$ cat src/rtl/srl_pkg.sv
// Package with types, constants and helper functions of the S-record loader.
`timescale 1ns / 1ps

package srl_pkg;

    localparam int QUEUE_DEPTH = 4;
    localparam int QUEUE_AW    = $clog2(QUEUE_DEPTH);

    localparam logic [7:0] CH_S    = 8'h53;
    localparam logic [7:0] CH_1    = 8'h31;
    localparam logic [7:0] CH_2    = 8'h32;
    localparam logic [7:0] CH_3    = 8'h33;
    localparam logic [7:0] CH_7    = 8'h37;
    localparam logic [7:0] CH_8    = 8'h38;
    localparam logic [7:0] CH_9    = 8'h39;
    localparam logic [7:0] SUM_OK0 = 8'h00;
    localparam logic [7:0] SUM_OK1 = 8'hff;

    localparam logic [3:0] REC_NONE = 4'd0;
    localparam logic [3:0] REC_S1   = 4'd1;
    localparam logic [3:0] REC_S2   = 4'd2;
    localparam logic [3:0] REC_S3   = 4'd3;
    localparam logic [3:0] REC_S7   = 4'd7;
    localparam logic [3:0] REC_S8   = 4'd8;
    localparam logic [3:0] REC_S9   = 4'd9;

    localparam logic KIND_WRITE   = 1'b0;
    localparam logic KIND_SUMMARY = 1'b1;

    // Classified character as it travels from the front to the back.
    typedef struct packed {
        logic       is_s;
        logic [3:0] type_code;
        logic [3:0] nibble;
        logic       last;
    } t_token;

    typedef struct packed {
        logic        kind;
        logic [31:0] write_addr;
        logic [7:0]  write_byte;
        logic [31:0] start_addr;
        logic        start_seen;
        logic [31:0] end_addr;
        logic [31:0] entry_addr;
        logic        sum_error;
        logic [31:0] error_addr;
    } t_result;

    // Non-hex characters count as zero.
    function automatic logic [3:0] hex_value(input logic [7:0] c);
        logic [3:0] v;
        v = 4'd0;
        if (c >= 8'h30 && c <= 8'h39) v = 4'(c - 8'h30);
        else if (c >= 8'h41 && c <= 8'h46) v = 4'(c - 8'h37);
        else if (c >= 8'h61 && c <= 8'h66) v = 4'(c - 8'h57);
        return v;
    endfunction

    function automatic logic [3:0] type_code(input logic [7:0] c);
        logic [3:0] t;
        case (c)
            CH_1:    t = REC_S1;
            CH_2:    t = REC_S2;
            CH_3:    t = REC_S3;
            CH_7:    t = REC_S7;
            CH_8:    t = REC_S8;
            CH_9:    t = REC_S9;
            default: t = REC_NONE;
        endcase
        return t;
    endfunction

    function automatic logic [2:0] addr_size(input logic [3:0] t);
        logic [2:0] n;
        case (t)
            REC_S1, REC_S9: n = 3'd2;
            REC_S2, REC_S8: n = 3'd3;
            REC_S3, REC_S7: n = 3'd4;
            default:        n = 3'd0;
        endcase
        return n;
    endfunction

    function automatic logic is_data(input logic [3:0] t);
        return (t == REC_S1) || (t == REC_S2) || (t == REC_S3);
    endfunction

    function automatic logic is_end(input logic [3:0] t);
        return (t == REC_S7) || (t == REC_S8) || (t == REC_S9);
    endfunction

endpackage

$ cat src/rtl/srl_char_if.sv
// Stream interface carrying received characters.
`timescale 1ns / 1ps

interface srl_char_if;
    logic       valid;
    logic       ready;
    logic [7:0] ch;
    logic       line_last;

    modport source (output valid, ch, line_last, input ready);
    modport sink   (input valid, ch, line_last, output ready);
endinterface

$ cat src/rtl/srl_res_if.sv
// Stream interface carrying loader results (byte writes and load summaries).
`timescale 1ns / 1ps

interface srl_res_if;
    logic        valid;
    logic        ready;
    logic        kind;
    logic [31:0] write_addr;
    logic [7:0]  write_byte;
    logic [31:0] start_addr;
    logic        start_seen;
    logic [31:0] end_addr;
    logic [31:0] entry_addr;
    logic        sum_error;
    logic [31:0] error_addr;

    modport source (output valid, kind, write_addr, write_byte, start_addr, start_seen,
                    end_addr, entry_addr, sum_error, error_addr, input ready);
    modport sink   (input valid, kind, write_addr, write_byte, start_addr, start_seen,
                    end_addr, entry_addr, sum_error, error_addr, output ready);
endinterface

$ cat src/rtl/srl_front.sv
// Front end: accepts characters and classifies them into tokens.
`timescale 1ns / 1ps

module srl_front (
    srl_char_if.sink         i_char,
    output logic             o_tok_valid,
    output srl_pkg::t_token  o_tok,
    input  logic             i_tok_ready
);

    assign i_char.ready   = i_tok_ready;
    assign o_tok_valid    = i_char.valid;
    assign o_tok.is_s      = (i_char.ch == srl_pkg::CH_S);
    assign o_tok.type_code = srl_pkg::type_code(i_char.ch);
    assign o_tok.nibble    = srl_pkg::hex_value(i_char.ch);
    assign o_tok.last      = i_char.line_last;

endmodule

$ cat src/rtl/srl_queue.sv
// Short token queue between the front end and the record engine.
`timescale 1ns / 1ps

module srl_queue (
    input  logic             i_clk,
    input  logic             i_rst_n,
    input  logic             i_push_valid,
    input  srl_pkg::t_token  i_push_tok,
    output logic             o_push_ready,
    output logic             o_pop_valid,
    output srl_pkg::t_token  o_pop_tok,
    input  logic             i_pop_ready
);

    localparam int AW = srl_pkg::QUEUE_AW;
    localparam logic [AW-1:0] LAST_IDX = AW'(srl_pkg::QUEUE_DEPTH - 1);
    localparam logic [AW:0]   FULL_CNT = (AW + 1)'(srl_pkg::QUEUE_DEPTH);

    srl_pkg::t_token r_mem [srl_pkg::QUEUE_DEPTH];
    logic [AW-1:0]   r_wr;
    logic [AW-1:0]   r_rd;
    logic [AW:0]     r_count;
    logic            push;
    logic            pop;

    assign o_push_ready = (r_count != FULL_CNT);
    assign o_pop_valid  = (r_count != '0);
    assign o_pop_tok    = r_mem[r_rd];
    assign push         = i_push_valid && o_push_ready;
    assign pop          = o_pop_valid && i_pop_ready;

    always_ff @(posedge i_clk) begin
        if (push) begin
            r_mem[r_wr] <= i_push_tok;
        end
    end

    always_ff @(posedge i_clk) begin
        if (!i_rst_n) begin
            r_wr    <= '0;
            r_rd    <= '0;
            r_count <= '0;
        end else begin
            if (push) begin
                r_wr <= (r_wr == LAST_IDX) ? '0 : r_wr + 1'b1;
            end
            if (pop) begin
                r_rd <= (r_rd == LAST_IDX) ? '0 : r_rd + 1'b1;
            end
            if (push && !pop) begin
                r_count <= r_count + 1'b1;
            end else if (pop && !push) begin
                r_count <= r_count - 1'b1;
            end
        end
    end

endmodule

$ cat src/rtl/srl_back.sv
// Record engine: runs the S-record parse state and drives the result register.
`timescale 1ns / 1ps

module srl_back (
    input  logic             i_clk,
    input  logic             i_rst_n,
    input  logic             i_tok_valid,
    input  srl_pkg::t_token  i_tok,
    output logic             o_tok_ready,
    srl_res_if.source        o_res
);

    localparam logic [2:0] PH_LINE_START = 3'd0;
    localparam logic [2:0] PH_SKIP       = 3'd1;
    localparam logic [2:0] PH_TYPE       = 3'd2;
    localparam logic [2:0] PH_COUNT      = 3'd3;
    localparam logic [2:0] PH_BODY       = 3'd4;

    logic [2:0]  r_phase, n_phase;
    logic [3:0]  r_hi, n_hi;
    logic        r_odd, n_odd;
    logic [3:0]  r_rtype, n_rtype;
    logic [7:0]  r_bl, n_bl;
    logic [2:0]  r_abl, n_abl;
    logic [7:0]  r_sum, n_sum;
    logic [31:0] r_acc, n_acc;
    logic [31:0] r_wp, n_wp;
    logic [31:0] r_rsp, n_rsp;
    logic [31:0] r_fa, n_fa;
    logic        r_fs, n_fs;
    logic [31:0] r_entry, n_entry;
    logic        r_err, n_err;
    logic [31:0] r_eptr, n_eptr;

    logic              r_out_valid;
    srl_pkg::t_result  r_out;
    srl_pkg::t_result  n_res;
    logic              n_emit;
    logic              consume;
    logic [7:0]        byte_val;

    assign consume     = i_tok_valid && (!r_out_valid || o_res.ready);
    assign o_tok_ready = consume;
    assign byte_val    = {r_hi, i_tok.nibble};

    always_comb begin
        n_phase = r_phase;
        n_hi    = r_hi;
        n_odd   = r_odd;
        n_rtype = r_rtype;
        n_bl    = r_bl;
        n_abl   = r_abl;
        n_sum   = r_sum;
        n_acc   = r_acc;
        n_wp    = r_wp;
        n_rsp   = r_rsp;
        n_fa    = r_fa;
        n_fs    = r_fs;
        n_entry = r_entry;
        n_err   = r_err;
        n_eptr  = r_eptr;
        n_emit  = 1'b0;
        n_res   = '0;

        if (consume) begin
            case (r_phase)
                PH_LINE_START: begin
                    if (i_tok.is_s) begin
                        n_phase = PH_TYPE;
                        n_rsp   = r_wp;
                        n_sum   = '0;
                        n_odd   = 1'b0;
                        n_hi    = '0;
                        n_bl    = '0;
                        n_abl   = '0;
                        n_acc   = '0;
                        n_rtype = srl_pkg::REC_NONE;
                    end else begin
                        n_phase = PH_SKIP;
                    end
                end
                PH_SKIP: begin
                end
                PH_TYPE: begin
                    n_rtype = i_tok.type_code;
                    n_phase = PH_COUNT;
                end
                PH_COUNT, PH_BODY: begin
                    if (!r_odd) begin
                        n_hi  = i_tok.nibble;
                        n_odd = 1'b1;
                    end else begin
                        n_odd = 1'b0;
                        if (r_phase == PH_COUNT) begin
                            n_sum   = byte_val;
                            n_bl    = byte_val;
                            n_abl   = srl_pkg::addr_size(r_rtype);
                            n_acc   = '0;
                            n_phase = PH_BODY;
                        end else if (r_abl != '0) begin
                            // address byte: shift in, sum only within the count
                            n_acc = {r_acc[23:0], byte_val};
                            n_abl = r_abl - 3'd1;
                            if (r_bl != '0) begin
                                n_sum = r_sum + byte_val;
                                n_bl  = r_bl - 8'd1;
                            end
                            if (r_abl == 3'd1) begin
                                if (srl_pkg::is_data(r_rtype)) begin
                                    n_wp = n_acc;
                                    if (!r_fs) begin
                                        n_fa = n_acc;
                                        n_fs = 1'b1;
                                    end
                                end else if (srl_pkg::is_end(r_rtype)) begin
                                    n_entry = n_acc;
                                end
                            end
                        end else if (r_bl != '0) begin
                            // data byte, or the checksum when it is the last one
                            n_sum = r_sum + byte_val;
                            n_bl  = r_bl - 8'd1;
                            if (n_bl != '0 && srl_pkg::is_data(r_rtype)) begin
                                n_emit           = 1'b1;
                                n_res.kind       = srl_pkg::KIND_WRITE;
                                n_res.write_addr = r_wp;
                                n_res.write_byte = byte_val;
                                n_wp             = r_wp + 32'd1;
                            end
                        end
                    end
                end
                default: begin
                end
            endcase

            if (i_tok.last) begin
                if (n_phase == PH_COUNT || n_phase == PH_BODY) begin
                    if (n_sum != srl_pkg::SUM_OK0 && n_sum != srl_pkg::SUM_OK1) begin
                        n_err  = 1'b1;
                        n_eptr = n_rsp;
                    end
                    if (srl_pkg::is_end(n_rtype)) begin
                        if (n_abl != '0) begin
                            n_entry = n_acc;
                        end
                        n_emit           = 1'b1;
                        n_res            = '0;
                        n_res.kind       = srl_pkg::KIND_SUMMARY;
                        n_res.start_addr = n_fa;
                        n_res.start_seen = n_fs;
                        n_res.end_addr   = n_wp;
                        n_res.entry_addr = n_entry;
                        n_res.sum_error  = n_err;
                        n_res.error_addr = n_err ? n_eptr : 32'd0;
                        // return to the reset state for a fresh load
                        n_hi    = '0;
                        n_rtype = srl_pkg::REC_NONE;
                        n_bl    = '0;
                        n_abl   = '0;
                        n_sum   = '0;
                        n_acc   = '0;
                        n_wp    = '0;
                        n_rsp   = '0;
                        n_fa    = '0;
                        n_fs    = 1'b0;
                        n_entry = '0;
                        n_err   = 1'b0;
                        n_eptr  = '0;
                    end
                end
                n_phase = PH_LINE_START;
                n_odd   = 1'b0;
            end
        end
    end

    always_ff @(posedge i_clk) begin
        if (!i_rst_n) begin
            r_phase     <= PH_LINE_START;
            r_hi        <= '0;
            r_odd       <= 1'b0;
            r_rtype     <= srl_pkg::REC_NONE;
            r_bl        <= '0;
            r_abl       <= '0;
            r_sum       <= '0;
            r_acc       <= '0;
            r_wp        <= '0;
            r_rsp       <= '0;
            r_fa        <= '0;
            r_fs        <= 1'b0;
            r_entry     <= '0;
            r_err       <= 1'b0;
            r_eptr      <= '0;
            r_out_valid <= 1'b0;
        end else begin
            r_phase <= n_phase;
            r_hi    <= n_hi;
            r_odd   <= n_odd;
            r_rtype <= n_rtype;
            r_bl    <= n_bl;
            r_abl   <= n_abl;
            r_sum   <= n_sum;
            r_acc   <= n_acc;
            r_wp    <= n_wp;
            r_rsp   <= n_rsp;
            r_fa    <= n_fa;
            r_fs    <= n_fs;
            r_entry <= n_entry;
            r_err   <= n_err;
            r_eptr  <= n_eptr;
            if (consume && n_emit) begin
                r_out_valid <= 1'b1;
            end else if (o_res.ready) begin
                r_out_valid <= 1'b0;
            end
        end
    end

    always_ff @(posedge i_clk) begin
        if (consume && n_emit) begin
            r_out <= n_res;
        end
    end

    assign o_res.valid      = r_out_valid;
    assign o_res.kind       = r_out.kind;
    assign o_res.write_addr = r_out.write_addr;
    assign o_res.write_byte = r_out.write_byte;
    assign o_res.start_addr = r_out.start_addr;
    assign o_res.start_seen = r_out.start_seen;
    assign o_res.end_addr   = r_out.end_addr;
    assign o_res.entry_addr = r_out.entry_addr;
    assign o_res.sum_error  = r_out.sum_error;
    assign o_res.error_addr = r_out.error_addr;

endmodule

$ cat src/rtl/srecord_loader.sv
// Top level of the S-record loader: front end, token queue and record engine.
`timescale 1ns / 1ps
//
//  channel   dir   transfer when        payload
//  i_char    in    valid && ready       ch[7:0], line_last
//  o_res     out   valid && ready       kind, write_addr, write_byte, start_addr,
//                                       start_seen, end_addr, entry_addr,
//                                       sum_error, error_addr
//
//  One character per cycle sustained while o_res takes results. A character is
//  registered in its queue entry, and its result is then registered in the result
//  register that drives o_res.
//  The rate is set by the record engine, which updates its parse state once per token.
//  Synchronous active-low reset clears all parse state and empties the queue at once.
//  A stalled result holds in the output register and stops the engine; the
//  four-entry queue takes up to four more transfers before i_char.ready drops.

module srecord_loader (
    input  logic       i_clk,
    input  logic       i_rst_n,
    srl_char_if.sink   i_char,
    srl_res_if.source  o_res
);

    // Front end to queue
    logic             front_valid;
    logic             front_ready;
    srl_pkg::t_token  front_tok;

    // Queue to record engine
    logic             q_valid;
    logic             q_ready;
    srl_pkg::t_token  q_tok;

    // Classify each character: 'S' marker, record type digit, hex nibble.
    srl_front u_front (
        .i_char      (i_char),
        .o_tok_valid (front_valid),
        .o_tok       (front_tok),
        .i_tok_ready (front_ready)
    );

    // Decouple the character side from result stalls.
    srl_queue u_queue (
        .i_clk        (i_clk),
        .i_rst_n      (i_rst_n),
        .i_push_valid (front_valid),
        .i_push_tok   (front_tok),
        .o_push_ready (front_ready),
        .o_pop_valid  (q_valid),
        .o_pop_tok    (q_tok),
        .i_pop_ready  (q_ready)
    );

    // Walk the record fields, emit byte writes and the final load summary.
    srl_back u_back (
        .i_clk       (i_clk),
        .i_rst_n     (i_rst_n),
        .i_tok_valid (q_valid),
        .i_tok       (q_tok),
        .o_tok_ready (q_ready),
        .o_res       (o_res)
    );

endmodule

$ cat src/flat_wrapper.sv
// flat-port wrapper written by rule: the top's interface ports become plain ports
module srecord_loader_flat 
  (i_clk, i_rst_n, i_char_valid, i_char_ch, i_char_line_last, i_char_ready, o_res_valid, o_res_kind, o_res_write_addr, o_res_write_byte, o_res_start_addr, o_res_start_seen, o_res_end_addr, o_res_entry_addr, o_res_sum_error, o_res_error_addr, o_res_ready);
  srl_char_if i_char_i ();
  srl_res_if o_res_i ();
  input  logic i_clk;
  input  logic i_rst_n;
  input wire logic [$bits(i_char_i.valid)-1:0] i_char_valid;
  input wire logic [$bits(i_char_i.ch)-1:0] i_char_ch;
  input wire logic [$bits(i_char_i.line_last)-1:0] i_char_line_last;
  output wire logic [$bits(i_char_i.ready)-1:0] i_char_ready;
  output wire logic [$bits(o_res_i.valid)-1:0] o_res_valid;
  output wire logic [$bits(o_res_i.kind)-1:0] o_res_kind;
  output wire logic [$bits(o_res_i.write_addr)-1:0] o_res_write_addr;
  output wire logic [$bits(o_res_i.write_byte)-1:0] o_res_write_byte;
  output wire logic [$bits(o_res_i.start_addr)-1:0] o_res_start_addr;
  output wire logic [$bits(o_res_i.start_seen)-1:0] o_res_start_seen;
  output wire logic [$bits(o_res_i.end_addr)-1:0] o_res_end_addr;
  output wire logic [$bits(o_res_i.entry_addr)-1:0] o_res_entry_addr;
  output wire logic [$bits(o_res_i.sum_error)-1:0] o_res_sum_error;
  output wire logic [$bits(o_res_i.error_addr)-1:0] o_res_error_addr;
  input wire logic [$bits(o_res_i.ready)-1:0] o_res_ready;
  assign i_char_i.valid = i_char_valid;
  assign i_char_i.ch = i_char_ch;
  assign i_char_i.line_last = i_char_line_last;
  assign i_char_ready = i_char_i.ready;
  assign o_res_valid = o_res_i.valid;
  assign o_res_kind = o_res_i.kind;
  assign o_res_write_addr = o_res_i.write_addr;
  assign o_res_write_byte = o_res_i.write_byte;
  assign o_res_start_addr = o_res_i.start_addr;
  assign o_res_start_seen = o_res_i.start_seen;
  assign o_res_end_addr = o_res_i.end_addr;
  assign o_res_entry_addr = o_res_i.entry_addr;
  assign o_res_sum_error = o_res_i.sum_error;
  assign o_res_error_addr = o_res_i.error_addr;
  assign o_res_i.ready = o_res_ready;
  srecord_loader u_core (.i_clk(i_clk), .i_rst_n(i_rst_n), .i_char(i_char_i), .o_res(o_res_i));
endmodule
$ cat config.mk
export PLATFORM = sky130hd
export DESIGN_NAME = srecord_loader_flat
export DESIGN_NICKNAME = d
export VERILOG_FILES = /design/src/rtl/srl_pkg.sv /design/src/rtl/srl_char_if.sv /design/src/rtl/srl_res_if.sv /design/src/rtl/srl_front.sv /design/src/rtl/srl_queue.sv /design/src/rtl/srl_back.sv /design/src/rtl/srecord_loader.sv /design/src/flat_wrapper.sv
export SDC_FILE = /design/constraint.sdc
export NUM_CORES = 1
export LEC_CHECK = 0
export CAP_MARGIN = 5
export CORE_MARGIN = 2
export CORE_UTILIZATION = 60
export CTS_BUF_LIST = sky130_fd_sc_hd__clkbuf_8
export DETAILED_ROUTE_END_ITERATION = 10
export DONT_BUFFER_PORTS = 1
export PLACE_DENSITY_LB_ADDON = 0.12
export SYNTH_ARGS = -nofsm -noshare
export SYNTH_HDL_FRONTEND = slang
export SYNTH_SLANG_ARGS = --single-unit
$ cat constraint.sdc
create_clock -name i_clk -period 5 [get_ports i_clk]
set_clock_uncertainty 0.05 [all_clocks]
set_input_delay 0.5 -clock i_clk [delete_from_list [all_inputs] [get_ports i_clk]]
set_output_delay 0.5 -clock i_clk [all_outputs]
set_load 0.01 [all_outputs]
==> summary.md, run 1 <==
| Metric | Value |
|---|---|
| CTS tree | yes |
| Final worst path period share | 0.8998 |
| Slew margin rel. | 0.3041 |
| GRT Total Usage | 0.3093 |
| Setup Fix Bufs, Post-CTS | 0 |
| Detailed placer's ending HPWL | 36080 microns |
| Status | finished, final reports clean |
| Synth Register Bits | 446 |
| Slew Limit Fails | 0 |
| Final cell count without fillers | 2547 |
| Lkg Pwr | 0.007811 uW |
| R2R Setup Slk | 0.50 ns |
| Crit path DAT | 4.93 ns |
| FF-to-FF path depth | 13 |
| GPL Wtd Cong | 0.9009 |
| Critical path class | reg2reg |
| Hold path start | i_char_ch[3] |
| Port buffer count | 0 |
| Post-Synthesis Cells | 2113 |
| Initial DRC count | 1584 |
| Hold path cells | 1 |
| Synth Cell Area | 21210 sq um |
| Syn-to-layout area delta | 7.844% |
| First-pass GRT wire length | 88110 microns |
| Layout net count | 2071 |
| Final Util | 0.6591 |
| Initial Utilization | 0.6111 |
| DRC Markers | 0 |
| Fin Setup TNS | 0 ns |
| Hold Crit Endpoint | u_core.u_queue.r_mem[3][6] |
| Post_cts resized | 0 |
| Die area | 36880 sq um |
| WL/cell | 22.53 microns |
| Row count | 68 |
| DR vias | 16.22k |
| Hold WC Path Type | in2reg |
| Worst-skew pair later-pin latency | 0.64 ns |
| PwrDens | 375.8 nW/um^2 |
| Synth Flop Type | dfxtp_1 |
| Antenna Nets Post-Route | 0 |
| Async set-or-reset flop fraction in the synthesized netlist | 0 |
| Synthesized area per cell | 10.04 sq um |
| H-tree Lvls | 3 |
| Fillers | 2729 |
| Final Hold Viols | 0 |
| Worst Setup End Kind | flop |
| Overall Power | 8597 uW |
| Syn_nets | 2152 |
| CTS max path bufs | 3 |
| RSZ-0062 raised after global routing | no |
| Initial antenna violation count | 0 |
| IO Count | 186 |
| Sink Count | 446 |
| CP required | 5.43 ns |
| Grt ovf | 0 |
| Cts bufs inserted | 73 |
| # diodes | 0 |
| Netlist cell types | 78 |
| Root Driver | clkbuf_8 |
| Warnings, synthesis | 0 |
| Die Y | 192.0 microns |
| Die width | 192.0 microns |
| Fmax | 222.3 MHz |
| Max FO, Critical Path | 34 |
| Inst Count DP | 2408 |
| Initial DRT Pass Iterations | 6 |
| CTS clk-pin slew, worst paths | 0.06 ns |
| Hold-fix buffers, CTS | 4 |
| Vias per std cell | 6.367 |
| Core box area | 34710 sq um |
| Vias in the first global route | 15.33k |
| Type of origin of the critical path | flop |
| Min Tclk post-route | 4.499 ns |
| Post-synthesis sequential area ratio | 0.5204 |
| Worst r2r dst | u_core.u_back.o_res.error_addr[29] |
| Actual slew at the worst max-slew pin | 1.037 ns |
| Total setup violations reported at the end of the flow | 0 |
| MaxCap Viol Count | 0 |
| Pin count of the biggest net entering global routing | 180 |
| Fraction of layout cells with a size suffix above 1 | 0.1195 |
| Routed WL | 57400 microns |
| Max VDD drop | 0.3753 mV |
| Post-synth EDFFs | 211 |
## worst max-delay path: stages (launching register included)
cell and delay [ns]:
dfxtp_1 0.48, mux4_2 0.56, ha_1 0.23, fa_1 0.43
a211oi_1 0.30, o21bai_1 0.13, a21oi_1 0.18, xnor2_1 0.13
a221oi_1 0.12, or4_1 0.54, mux2_2 0.33, buf_4 0.32
mux2_4 0.37, nor2_1 0.13
## cells by family (layout without fill, tap and decap cells)
group	count (synthesis)	after routing	share of synthesized area
buffers and inverters	223	202	0.04359
adders and majority gates	26	26	0.01604
AOI/OAI and AO/OA	519	519	0.1727
DFF	446	446	0.5204
xor gates and xnor gates	14	14	0.005780
muxes	113	113	0.06647
and+or+nand+nor	772	772	0.1750
## metrics by stage
| stage | hold WS, ns | setup slack, ns | cell area (sq um) |
|---|---|---|---|
| after floorplan | 0.3912 | 0.7996 | 21220 |
| after global placement | 0.3975 | 0.5958 | 21350 |
| after detailed placement | 0.4068 | 0.4884 | 21350 |
| after CTS | 0.009026 | 0.4586 | 22880 |
| after global routing | 0.02202 | 0.2699 | 22880 |
| final | 0.04635 | 0.5011 | 22880 |
## worst max path at each step
| stage | cells past startpoint | end | slack [ns] |
|---|---|---|---|
| final | 13 | u_core.u_back.o_res.error_addr[29] | 0.50 |
| after global routing | 13 | u_core.u_back.o_res.error_addr[29] | 0.27 |
| after CTS | 13 | u_core.u_back.o_res.error_addr[29] | 0.46 |
| after detailed placement | 13 | u_core.u_back.o_res.error_addr[29] | 0.49 |
| after global placement | 13 | u_core.u_back.o_res.error_addr[0] | 0.60 |
| after floorplan | 16 | u_core.u_back.o_res.error_addr[10] | 0.80 |
## registers in the layout, summed over array words and instances (netlist names), 3 cells and up, named ones only
register and count:
u_core.u_back.o_res.entry_addr 32, u_core.u_back.o_res.write_byte 8, u_core.u_back.r_eptr 32, u_core.u_back.r_abl 3, u_core.u_back.r_rsp 32, u_core.u_back.o_res.error_addr 32
u_core.u_back.o_res.end_addr 32, u_core.u_back.o_res.start_addr 32, u_core.u_queue.r_mem 40, u_core.u_back.r_entry 32, u_core.u_back.r_wp 32, u_core.u_back.r_sum 8
u_core.u_back.r_acc 32, u_core.u_back.r_hi 4, u_core.u_back.o_res.write_addr 32, u_core.u_back.r_phase 3, u_core.u_back.r_rtype 4, u_core.u_back.r_bl 8
u_core.u_queue.r_count 3, u_core.u_back.r_fa 32
## synthesized netlist by cell type, drive strengths merged (3+ instances only)
master   number  share of area
a211oi       31          0.011
a21boi       43          0.015
a21o          5         0.0018
a21oi       108          0.025
a22o         39          0.016
a22oi       114          0.040
a2bb2oi       4         0.0017
a32oi         3         0.0012
and2         52          0.015
and3         14         0.0044
and4          3         0.0012
buf          41          0.011
clkbuf      161          0.029
dfxtp       235           0.22
edfxtp      211           0.30
ha           24          0.014
inv          20         0.0035
mux2         39          0.026
mux2i        64          0.030
mux4         10          0.011
nand2       258          0.046
nand3        54          0.013
nand4        12         0.0035
nor2        172          0.030
nor2b       129          0.038
nor3         31         0.0073
nor3b         4         0.0014
nor4         11         0.0040
o211ai        5         0.0018
o21a          3         0.0011
o21ai        75          0.018
o21bai        5         0.0018
o221ai        4         0.0017
o22ai        53          0.024
o31a          3         0.0017
o31ai         5         0.0018
or2           6         0.0018
or3          11         0.0032
or4           3         0.0011
xnor2         8         0.0033
xor2          6         0.0025
## metal layers
metal,vias up,GRT usage,share of wire
met3,144,0.05628,0.074
li1,7448,-,-
met4,0,0.1380,0.039
met5,-,0,0
met1,7905,0.4080,0.41
met2,720,0.4992,0.47
## report_power, final
part	total (uW)	internal (uW)	leakage [uW]	switching, uW
logic	1510	423	0.00294	1090
clock network	3140	1680	0.000856	1460
registers	3940	3870	0.00402	74.7
## layout make-up
| type | instances | area, sq um | share of cell area |
|---|---|---|---|
| tap | 455 | 569.3 | 0.02488 |
| multi-input combinational | 1444 | 9324 | 0.4075 |
| inverter | 21 | 78.83 | 0.003445 |
| timing repair buffer | 46 | 407.9 | 0.01783 |
| clock inverter | 49 | 274.0 | 0.01198 |
| sequential | 446 | 11040 | 0.4826 |
| clock buffer | 86 | 1184 | 0.05174 |
## layout by cell type, fill, tap and decap left out, drive strengths merged, types with 4 or more instances in the layout
cell type,n
xnor2,8
a21oi,108
edfxtp,211
dfxtp,235
a22oi,114
a2bb2oi,4
mux2,39
o211ai,5
nor3b,4
xor2,6
or3,11
nand3,54
nor2b,129
o21ai,75
a211oi,31
a22o,39
mux4,10
clkbuf,86
nand4,12
inv,56
buf,44
clkinv,9
nor2,172
o21bai,5
or2,6
o221ai,4
o31ai,5
ha,24
mux2i,64
nor4,11
and2,52
and3,14
nand2,258
o22ai,53
a21o,5
nor3,31
a21boi,43
Power figures use the tool's default switching activity.
==> run 2: changes to the inputs <==
--- a/config.mk
+++ b/config.mk
@@ -6,7 +6,6 @@
 export NUM_CORES = 1
 export LEC_CHECK = 0
 export CAP_MARGIN = 5
-export CORE_MARGIN = 2
 export CORE_UTILIZATION = 60
 export CTS_BUF_LIST = sky130_fd_sc_hd__clkbuf_8
 export DETAILED_ROUTE_END_ITERATION = 10
==> constraint.sdc (replaced) <==
create_clock -name i_clk -period 5.31 [get_ports i_clk]
set_clock_uncertainty 0.05 [all_clocks]
set_input_delay 0.531 -clock i_clk [delete_from_list [all_inputs] [get_ports i_clk]]
set_output_delay 0.531 -clock i_clk [all_outputs]
set_load 0.01 [all_outputs]
==> run 2 against run 1 <==
  * Hold slack got worse by 0.0083 ns
  * Core utilization down 0.091 points
  * Count of clock-buffer cells in the layout shrank 6
  * Maximum frequency decreased by 0.89%
  * Setup slack improved by 0.27 ns
  * Sequential cell count is the same
  * Global-route usage rose by 0.79 points
  * Register-to-register slack improved by 0.27 ns
  * Non-clock buffer count shrank 7
  * Combinational power fell by 9%
  * Power decreased by 7.3%
  * Sequential share of layout area increased by 0.19 points
  * Critical path type unchanged
  * Critical endpoint is now u_core.u_back.o_res.end_addr[29]
  * Largest cell class unchanged
==> summary.md, run 2 (synthesis gave the netlist of run 1 again) <==
| Metric | Value |
|---|---|
| Initial DRC count | 1740 (was 1584) |
| Detailed placer's ending HPWL | 35570 microns (was 36080 microns) |
| Crit-path most repeated cell | buf_4 |
| Antenna Nets Post-Route | 0 (unchanged) |
| H-tree Lvls | 3 (unchanged) |
| Register area | 11040 sq um (unchanged) |
| CTS max path bufs | 3 (unchanged) |
| Hold WC Path Type | in2reg (unchanged) |
| Final setup slack of the worst path | 0.7709 ns (was 0.5011 ns) |
| Int Pwr | 5517 uW (was 5970 uW) |
| Max VDD drop | 0.2791 mV (was 0.3753 mV) |
| Worst Setup End Kind | flop (unchanged) |
| CTS tree | yes (unchanged) |
| Vias per std cell | 6.410 (was 6.367) |
| GRT Total Usage | 0.3172 (was 0.3093) |
| CTS clk-pin slew, worst paths | 0.06 ns (about the same) |
| Die Y | 190.0 microns (was 192.0 microns) |
| Post_cts resized | 0 (unchanged) |
| Root Driver | clkbuf_8 (unchanged) |
| Vias in the first global route | 15.28k (was 15.33k) |
| Pin count of the biggest net entering global routing | 98 (was 180) |
| Die area | 36110 sq um (was 36880 sq um) |
| Layout net count | 2066 (was 2071) |
| Number of flip-flops in the largest register | 40 (unchanged) |
| Crit path DAT | 4.84 ns (was 4.93 ns) |
| Cts bufs inserted | 75 (was 73) |
| Total setup violations reported at the end of the flow | 0 (unchanged) |
| Slew Limit Fails | 0 (unchanged) |
| Grt ovf | 0 (unchanged) |
| DR vias | 16.30k (was 16.22k) |
| CP max stage delay | 0.64 ns (was 0.56 ns) |
| Multi-input gate area | 9326 sq um (was 9324 sq um) |
| Lkg Pwr | 0.007746 uW (was 0.007811 uW) |
| Syn-to-layout area delta | 7.431% (was 7.844%) |
| RSZ-0062 raised after global routing | no (unchanged) |
| Sink Count | 446 (unchanged) |
| Final worst path period share | 0.8548 (was 0.8998) |
| CP required | 5.61 ns (was 5.43 ns) |
| Sw Share | 0.3080 (was 0.3055) |
| Critical path class | reg2reg (unchanged) |
| Fraction of layout cells with a size suffix above 1 | 0.1140 (was 0.1195) |
| Slowest cell on crit path | nor4_1 (was mux4_2) |
| Initial antenna violation count | 0 (unchanged) |
| Slew margin rel. | 0.2404 (was 0.3041) |
| WL/cell | 22.77 microns (was 22.53 microns) |
| GPL Wtd Cong | 0.8968 (was 0.9009) |
| Most frequent cells in the layout | nand2_1, dfxtp_1, edfxtp_1 (unchanged) |
| Final Hold Viols | 0 (unchanged) |
| PwrDens | 349.8 nW/um^2 (was 375.8 nW/um^2) |
| Port buffer count | 0 (unchanged) |
| MaxCap Viol Count | 0 (unchanged) |
| Clock share of power | 0.363 (was 0.366) |
| Status | finished, final reports clean (unchanged) |
| Inst Count DP | 2401 (was 2408) |
| Final cell count without fillers | 2543 (was 2547) |
| Fillers | 2718 (was 2729) |
| Dpl cell area | 21320 sq um (was 21350 sq um) |
| Sw Pwr | 2455 uW (was 2626 uW) |
| Worst-skew pair later-pin latency | 0.64 ns (about the same) |
| Logic pwr share | 0.173 (was 0.176) |
| # diodes | 0 (unchanged) |
| Fin Setup TNS | 0 ns (unchanged) |
| Row count | 68 (unchanged) |
| First-pass GRT wire length | 88530 microns (was 88110 microns) |
| Fin area | 22790 sq um (was 22880 sq um) |
| IO Count | 186 (unchanged) |
| Actual slew at the worst max-slew pin | 1.139 ns (was 1.037 ns) |
| Type of origin of the critical path | flop (unchanged) |
| DRC Markers | 0 (unchanged) |
| Initial DRT Pass Iterations | 6 (unchanged) |
| Core box area | 34630 sq um (was 34710 sq um) |
| Max FO, Critical Path | 81 (was 34) |
| Final hold slack | 0.03809 ns (was 0.04635 ns) |
| Setup WS pre-CTS | 0.8287 ns (was 0.4884 ns) |
| Routed WL | 57910 microns (was 57400 microns) |
| Initial Utilization | 0.6126 (was 0.6111) |
| Most common cell after layout, fill and taps aside | nand2_1 (unchanged) |
| Fmax | 220.3 MHz (was 222.3 MHz) |
| Biggest register | u_core.u_queue.r_mem (unchanged) |
| CP cell instances | buf_4, mux4_2, o21ai_1, a32oi_1, nor4_1, nor2_1, nor2_1, nand2_4, buf_4, buf_4, nor3_1 (was mux4_2, ha_1, fa_1, a211oi_1, o21bai_1, a21oi_1, xnor2_1, a221oi_1, or4_1, mux2_2, buf_4, mux2_4, nor2_1) |
| Min Tclk post-route | 4.539 ns (was 4.499 ns) |
| Sequential Power Share | 0.465 (was 0.459) |
| Die width | 190.0 microns (was 192.0 microns) |
[run 2: cell count changes in the layout (fill, tap and decap cells not counted), sizes merged]
cell / previous run / this run
clkinv: 9 / 22
inv: 56 / 52
clkbuf: 86 / 80
buf: 44 / 37
[run 2: layout make-up]
type                       count  share of cell area
clock buffer                  80             0.04831
timing repair buffer          39             0.01614
clock inverter                58             0.01345
sequential                   446              0.4844
tap                          455             0.02498
inverter                      21            0.003459
multi-input combinational   1444              0.4092
[run 2: stage by stage]
stage / util / power [uW]
floorplan: - / 4753
global placement: 0.6156 / 5086
detailed placement: 0.6156 / 5104
CTS: 0.6582 / 8003
global route: 0.6582 / 8280
finish: 0.6582 / 7972
[run 2: power groups by stage]
stage / clock network [uW] / logic, uW / registers, uW
final: 2890 / 1380 / 3700
after CTS: 2950 / 1350 / 3700
after detailed placement: 0 / 1330 / 3780
after global routing: 3110 / 1460 / 3710
after floorplan: 0 / 1010 / 3740
after global placement: 0 / 1310 / 3770
[run 2: worst paths after layout]
kind / cells past startpoint / slack [ns] / end / startpoint
hold / removal: 1 / 0.04 / u_core.u_queue.r_rd[0] / i_rst_n
hold reg to reg: 2 / 0.41 / u_core.u_back.r_acc[30] / u_core.u_back.r_acc[30]
setup reg to reg: 11 / 0.77 / u_core.u_back.o_res.end_addr[29] / flop
setup / recovery: 11 / 0.77 / u_core.u_back.o_res.end_addr[29] / flop
[run 2: critical path: cells and delay by family (launching register included)]
kind                   cells  cell delay (ns)
and+or+nand+nor            5             1.74
buffers and inverters      3             1.00
AOI/OAI and AO/OA          2             0.44
muxes                      1             0.60
DFF                        1             0.34
[run 2: routing by layer]
layer,part of all wire,up-vias,GRT usage
met5,0,-,0
met4,0.033,0,0.1371
met3,0.082,116,0.06364
met2,0.47,765,0.5076
met1,0.41,7984,0.4180
li1,-,7435,-
[run 2: timing repair]
item / CTS / global route
buffers inserted: 0 / 0
endpoints found under the hold margin: 82 / 0
hold buffers: 4 / 0
==> run 3: changes to the inputs <==
--- a/config.mk
+++ b/config.mk
@@ -5,12 +5,14 @@
 export SDC_FILE = /design/constraint.sdc
 export NUM_CORES = 1
 export LEC_CHECK = 0
+export ABC_AREA = 1
 export CAP_MARGIN = 5
 export CORE_UTILIZATION = 60
 export CTS_BUF_LIST = sky130_fd_sc_hd__clkbuf_8
 export DETAILED_ROUTE_END_ITERATION = 10
 export DONT_BUFFER_PORTS = 1
 export PLACE_DENSITY_LB_ADDON = 0.12
+export REMOVE_ABC_BUFFERS = 1
 export SYNTH_ARGS = -nofsm -noshare
 export SYNTH_HDL_FRONTEND = slang
 export SYNTH_SLANG_ARGS = --single-unit
==> run 3 against run 2 <==
  * Largest power group unchanged
  * Maximum frequency decreased by 1.1%
  * Setup slack got worse by 0.048 ns
  * Synthesized cell count increased by 44%
  * Sequential cell count unchanged
  * Highest routed layer unchanged
  * Routed wire length increased by 10%
  * Clock power about the same
  * Largest cell class unchanged
  * Critical path depth increased by 9
  * Final cell count increased by 40%
==> summary.md, run 3 <==
| Metric | Value |
|---|---|
| Post-synth EDFFs | 211 (unchanged) |
| Antenna Nets Post-Route | 0 (unchanged) |
| MaxCap Viol Count | 0 (unchanged) |
| Lkg Pwr | 0.008760 uW (was 0.007746 uW) |
| Critical path class | reg2reg (unchanged) |
| Total setup violations reported at the end of the flow | 0 (unchanged) |
| Post-synth top area share | 0.2802 (was 0.2987) |
| Root Driver | clkbuf_8 (unchanged) |
| GPL Wtd Cong | 0.9445 (was 0.8968) |
| PwrDens | 427.0 nW/um^2 (was 349.8 nW/um^2) |
| Sink Count | 446 (unchanged) |
| Worst-skew pair later-pin latency | 0.64 ns (about the same) |
| Commonest cells in the netlist | nand2_1, nor2_1, a21oi_1, inv_1, dfxtp_1 (was nand2_1, dfxtp_1, edfxtp_1, nor2_1, clkbuf_1) |
| Slowest cell on crit path | dfxtp_1 (was nor4_1) |
| Post-Synthesis Cells | 3043 (was 2113) |
| Cts bufs inserted | 74 (was 75) |
| RSZ-0062 raised after global routing | no (unchanged) |
| H-tree Lvls | 3 (unchanged) |
| Max FO, Critical Path | 33 (was 81) |
| Initial DRT Pass Iterations | 5 (was 6) |
| Die width | 196.2 microns (was 190.0 microns) |
| Setup Fix Bufs, Post-CTS | 0 (unchanged) |
| Max VDD drop | 0.5178 mV (was 0.2791 mV) |
| Setup WS pre-CTS | 0.7956 ns (was 0.8287 ns) |
| Slew margin rel. | 0.2734 (was 0.2404) |
| Most frequent cell after synthesis | nand2_1 (unchanged) |
| Biggest register | u_core.u_queue.r_mem (unchanged) |
| Min Tclk post-route | 4.588 ns (was 4.539 ns) |
| Warnings, synthesis | 0 (unchanged) |
| Routed WL | 63810 microns (was 57910 microns) |
| Area contributors post-synth | edfxtp_1, dfxtp_1, nand2_1 (unchanged) |
| Grt ovf | 0 (unchanged) |
| Fillers | 3115 (was 2718) |
| IO Count | 186 (unchanged) |
| Final Hold Viols | 0 (unchanged) |
| Post_cts resized | 0 (unchanged) |
| Synth Register Bits | 446 (unchanged) |
| CTS clk-pin slew, worst paths | 0.05 ns (was 0.06 ns) |
| Dpl cell area | 22880 sq um (was 21320 sq um) |
| CP cell instances | inv_2, nand2_1, nand3_1, nand2_1, inv_1, ha_1, fa_1, nand3_1, nand2_1, or2_2, nand3_1, nand2_1, nand2_1, nand2_1, nor2_1, nand3_2, nand2_2, nand2_1, nand2_2, nor2_1 (was buf_4, mux4_2, o21ai_1, a32oi_1, nor4_1, nor2_1, nor2_1, nand2_4, buf_4, buf_4, nor3_1) |
| CTS max path bufs | 3 (unchanged) |
| Worst r2r dst | u_core.u_back.o_res.error_addr[17] (was u_core.u_back.o_res.end_addr[29]) |
| Hold-fix buffers, CTS | 3 (was 4) |
| WL/cell | 17.98 microns (was 22.77 microns) |
| CP max stage delay | 0.78 ns (was 0.64 ns) |
| Row count | 70 (was 68) |
| # diodes | 0 (unchanged) |
| Die Y | 196.2 microns (was 190.0 microns) |
| Synth Flop Type | dfxtp_1 (unchanged) |
| Fin Setup TNS | 0 ns (unchanged) |
| Initial antenna violation count | 0 (unchanged) |
| DR vias | 20.43k (was 16.30k) |
| Detailed placer's ending HPWL | 40190 microns (was 35570 microns) |
| Pin count of the biggest net entering global routing | 140 (was 98) |
| Status | finished, final reports clean (unchanged) |
| R2R Setup Slk | 0.72 ns (was 0.77 ns) |
| Fin area | 24320 sq um (was 22790 sq um) |
| Slew Limit Fails | 0 (unchanged) |
| Netlist cell types | 47 (was 78) |
| Synth Cell Area | 22620 sq um (was 21210 sq um) |
| Yosys top cell by area | edfxtp_1 (unchanged) |
| Async set-or-reset flop fraction in the synthesized netlist | 0 (unchanged) |
| Fmax | 218.0 MHz (was 220.3 MHz) |
| Syn-to-layout area delta | 7.513% (was 7.431%) |
| DRC Markers | 0 (unchanged) |
| CTS tree | yes (unchanged) |
| CP required | 5.59 ns (was 5.61 ns) |
| Hold WC Path Type | in2reg (unchanged) |
| Number of flip-flops in the largest register | 40 (unchanged) |
| First-pass GRT wire length | 99980 microns (was 88530 microns) |
| Die area | 38470 sq um (was 36110 sq um) |
| Synthesized area per cell | 7.432 sq um (was 10.04 sq um) |
| Port buffer count | 0 (unchanged) |
| Most common cell after layout, fill and taps aside | nand2_1 (unchanged) |
| Layout net count | 3023 (was 2066) |
| Initial DRC count | 1969 (was 1740) |
| Fraction of layout cells with a size suffix above 1 | 0.07194 (was 0.1140) |
| FF-to-FF path depth | 20 (was 11) |
| Core box area | 36870 sq um (was 34630 sq um) |
| Vias per std cell | 5.757 (was 6.410) |
| Initial Utilization | 0.6134 (was 0.6126) |
| Final worst path period share | 0.8640 (was 0.8548) |
| Post-synthesis sequential area ratio | 0.4882 (was 0.5204) |
| Actual slew at the worst max-slew pin | 1.090 ns (was 1.139 ns) |
| Type of origin of the critical path | flop (unchanged) |
| GRT Total Usage | 0.3283 (was 0.3172) |
| Most frequent cells in the layout | nand2_1, a21oi_1, inv_1, nor2_1, dfxtp_1 (was nand2_1, dfxtp_1, edfxtp_1) |
| Final hold slack | 0.05265 ns (was 0.03809 ns) |
| Worst setup path end | u_core.u_back.o_res.error_addr[17] (was u_core.u_back.o_res.end_addr[29]) |
| Final Util | 0.6595 (was 0.6582) |
| Crit path DAT | 4.87 ns (was 4.84 ns) |
| Worst Setup End Kind | flop (unchanged) |
| Vias in the first global route | 18.90k (was 15.28k) |
| Final setup slack of the worst path | 0.7224 ns (was 0.7709 ns) |
| Crit-path most repeated cell | nand2_1 (was buf_4) |
-- run 3: cell types whose count changed in the layout (fill, tap and decap cells not counted), sizes merged, moves of 64 or more --
cell and change:
nand3 +141, a22oi -114, nor2 +114, a21oi +174, nand2 +725, o21ai +132, mux2i -64, nor2b -129
inv +241
-- run 3: worst min-delay path by stage --
stage | cells past startpoint | startpoint | endpoint
6_report | 1 | i_rst_n | flop
5_1_grt | 1 | i_rst_n | flop
4_1_cts | 1 | i_rst_n | flop
3_5_place_dp | 2 | u_core.u_back.r_fa[0] | u_core.u_back.r_fa[0]
3_3_place_gp | 2 | u_core.u_back.r_fa[7] | u_core.u_back.r_fa[7]
2_1_floorplan | 2 | u_core.u_back.r_fa[0] | u_core.u_back.r_fa[0]
-- run 3: critical path: cells and delay by family, from the launching register on --
kind	cells	cell delay, ns
buffers and inverters	2	0.42
and+or+nand+nor	16	2.30
adders and majority gates	2	0.73
DFF	1	0.78
-- run 3: final cells by class --
class	count	area [sq um]	share of cell area
inverters	265	1002	0.04122
clock inverters	51	236.5	0.009725
repair buffers	44	400.4	0.01647
flip-flops and latches	446	11040	0.4541
clock buffers	85	1170	0.04811
multi-input cells	2153	9836	0.4045
well taps	504	630.6	0.02593
-- run 3: logic make-up after synthesis --
kind of cell	after synthesis	share of synthesized area
and+or+nand+nor	1540	0.2768
AOI/OAI and AO/OA	559	0.1302
DFF	446	0.4882
buffers and inverters	444	0.07894
xor gates and xnor gates	28	0.01084
adders and majority gates	26	0.01505
-- run 3: metrics by stage --
stage / total power (uW) / instances
final: 10380 / 3548
after floorplan: 6271 / 2864
after global placement: 7379 / 3409
after global routing: 10900 / 3548
after CTS: 10340 / 3548
after detailed placement: 7479 / 3409
-- run 3: where the power goes --
part           leakage, uW  switching [uW]  internal (uW)
Combinational      0.00414            2670            824
Clock             0.000831            1380           1510
Sequential         0.00378             164           3840
-- run 3: per-layer routing --
metal | wire length (microns) | part of all wire | vias to the layer above | track usage
li1 | - | - | 9776 | -
met2 | 30370 | 0.48 | 956 | 0.5420
met3 | 5168 | 0.081 | 136 | 0.05450
met1 | 26150 | 0.41 | 9559 | 0.4284
met4 | 2112 | 0.033 | 0 | 0.1374
met5 | 0 | 0 | - | 0
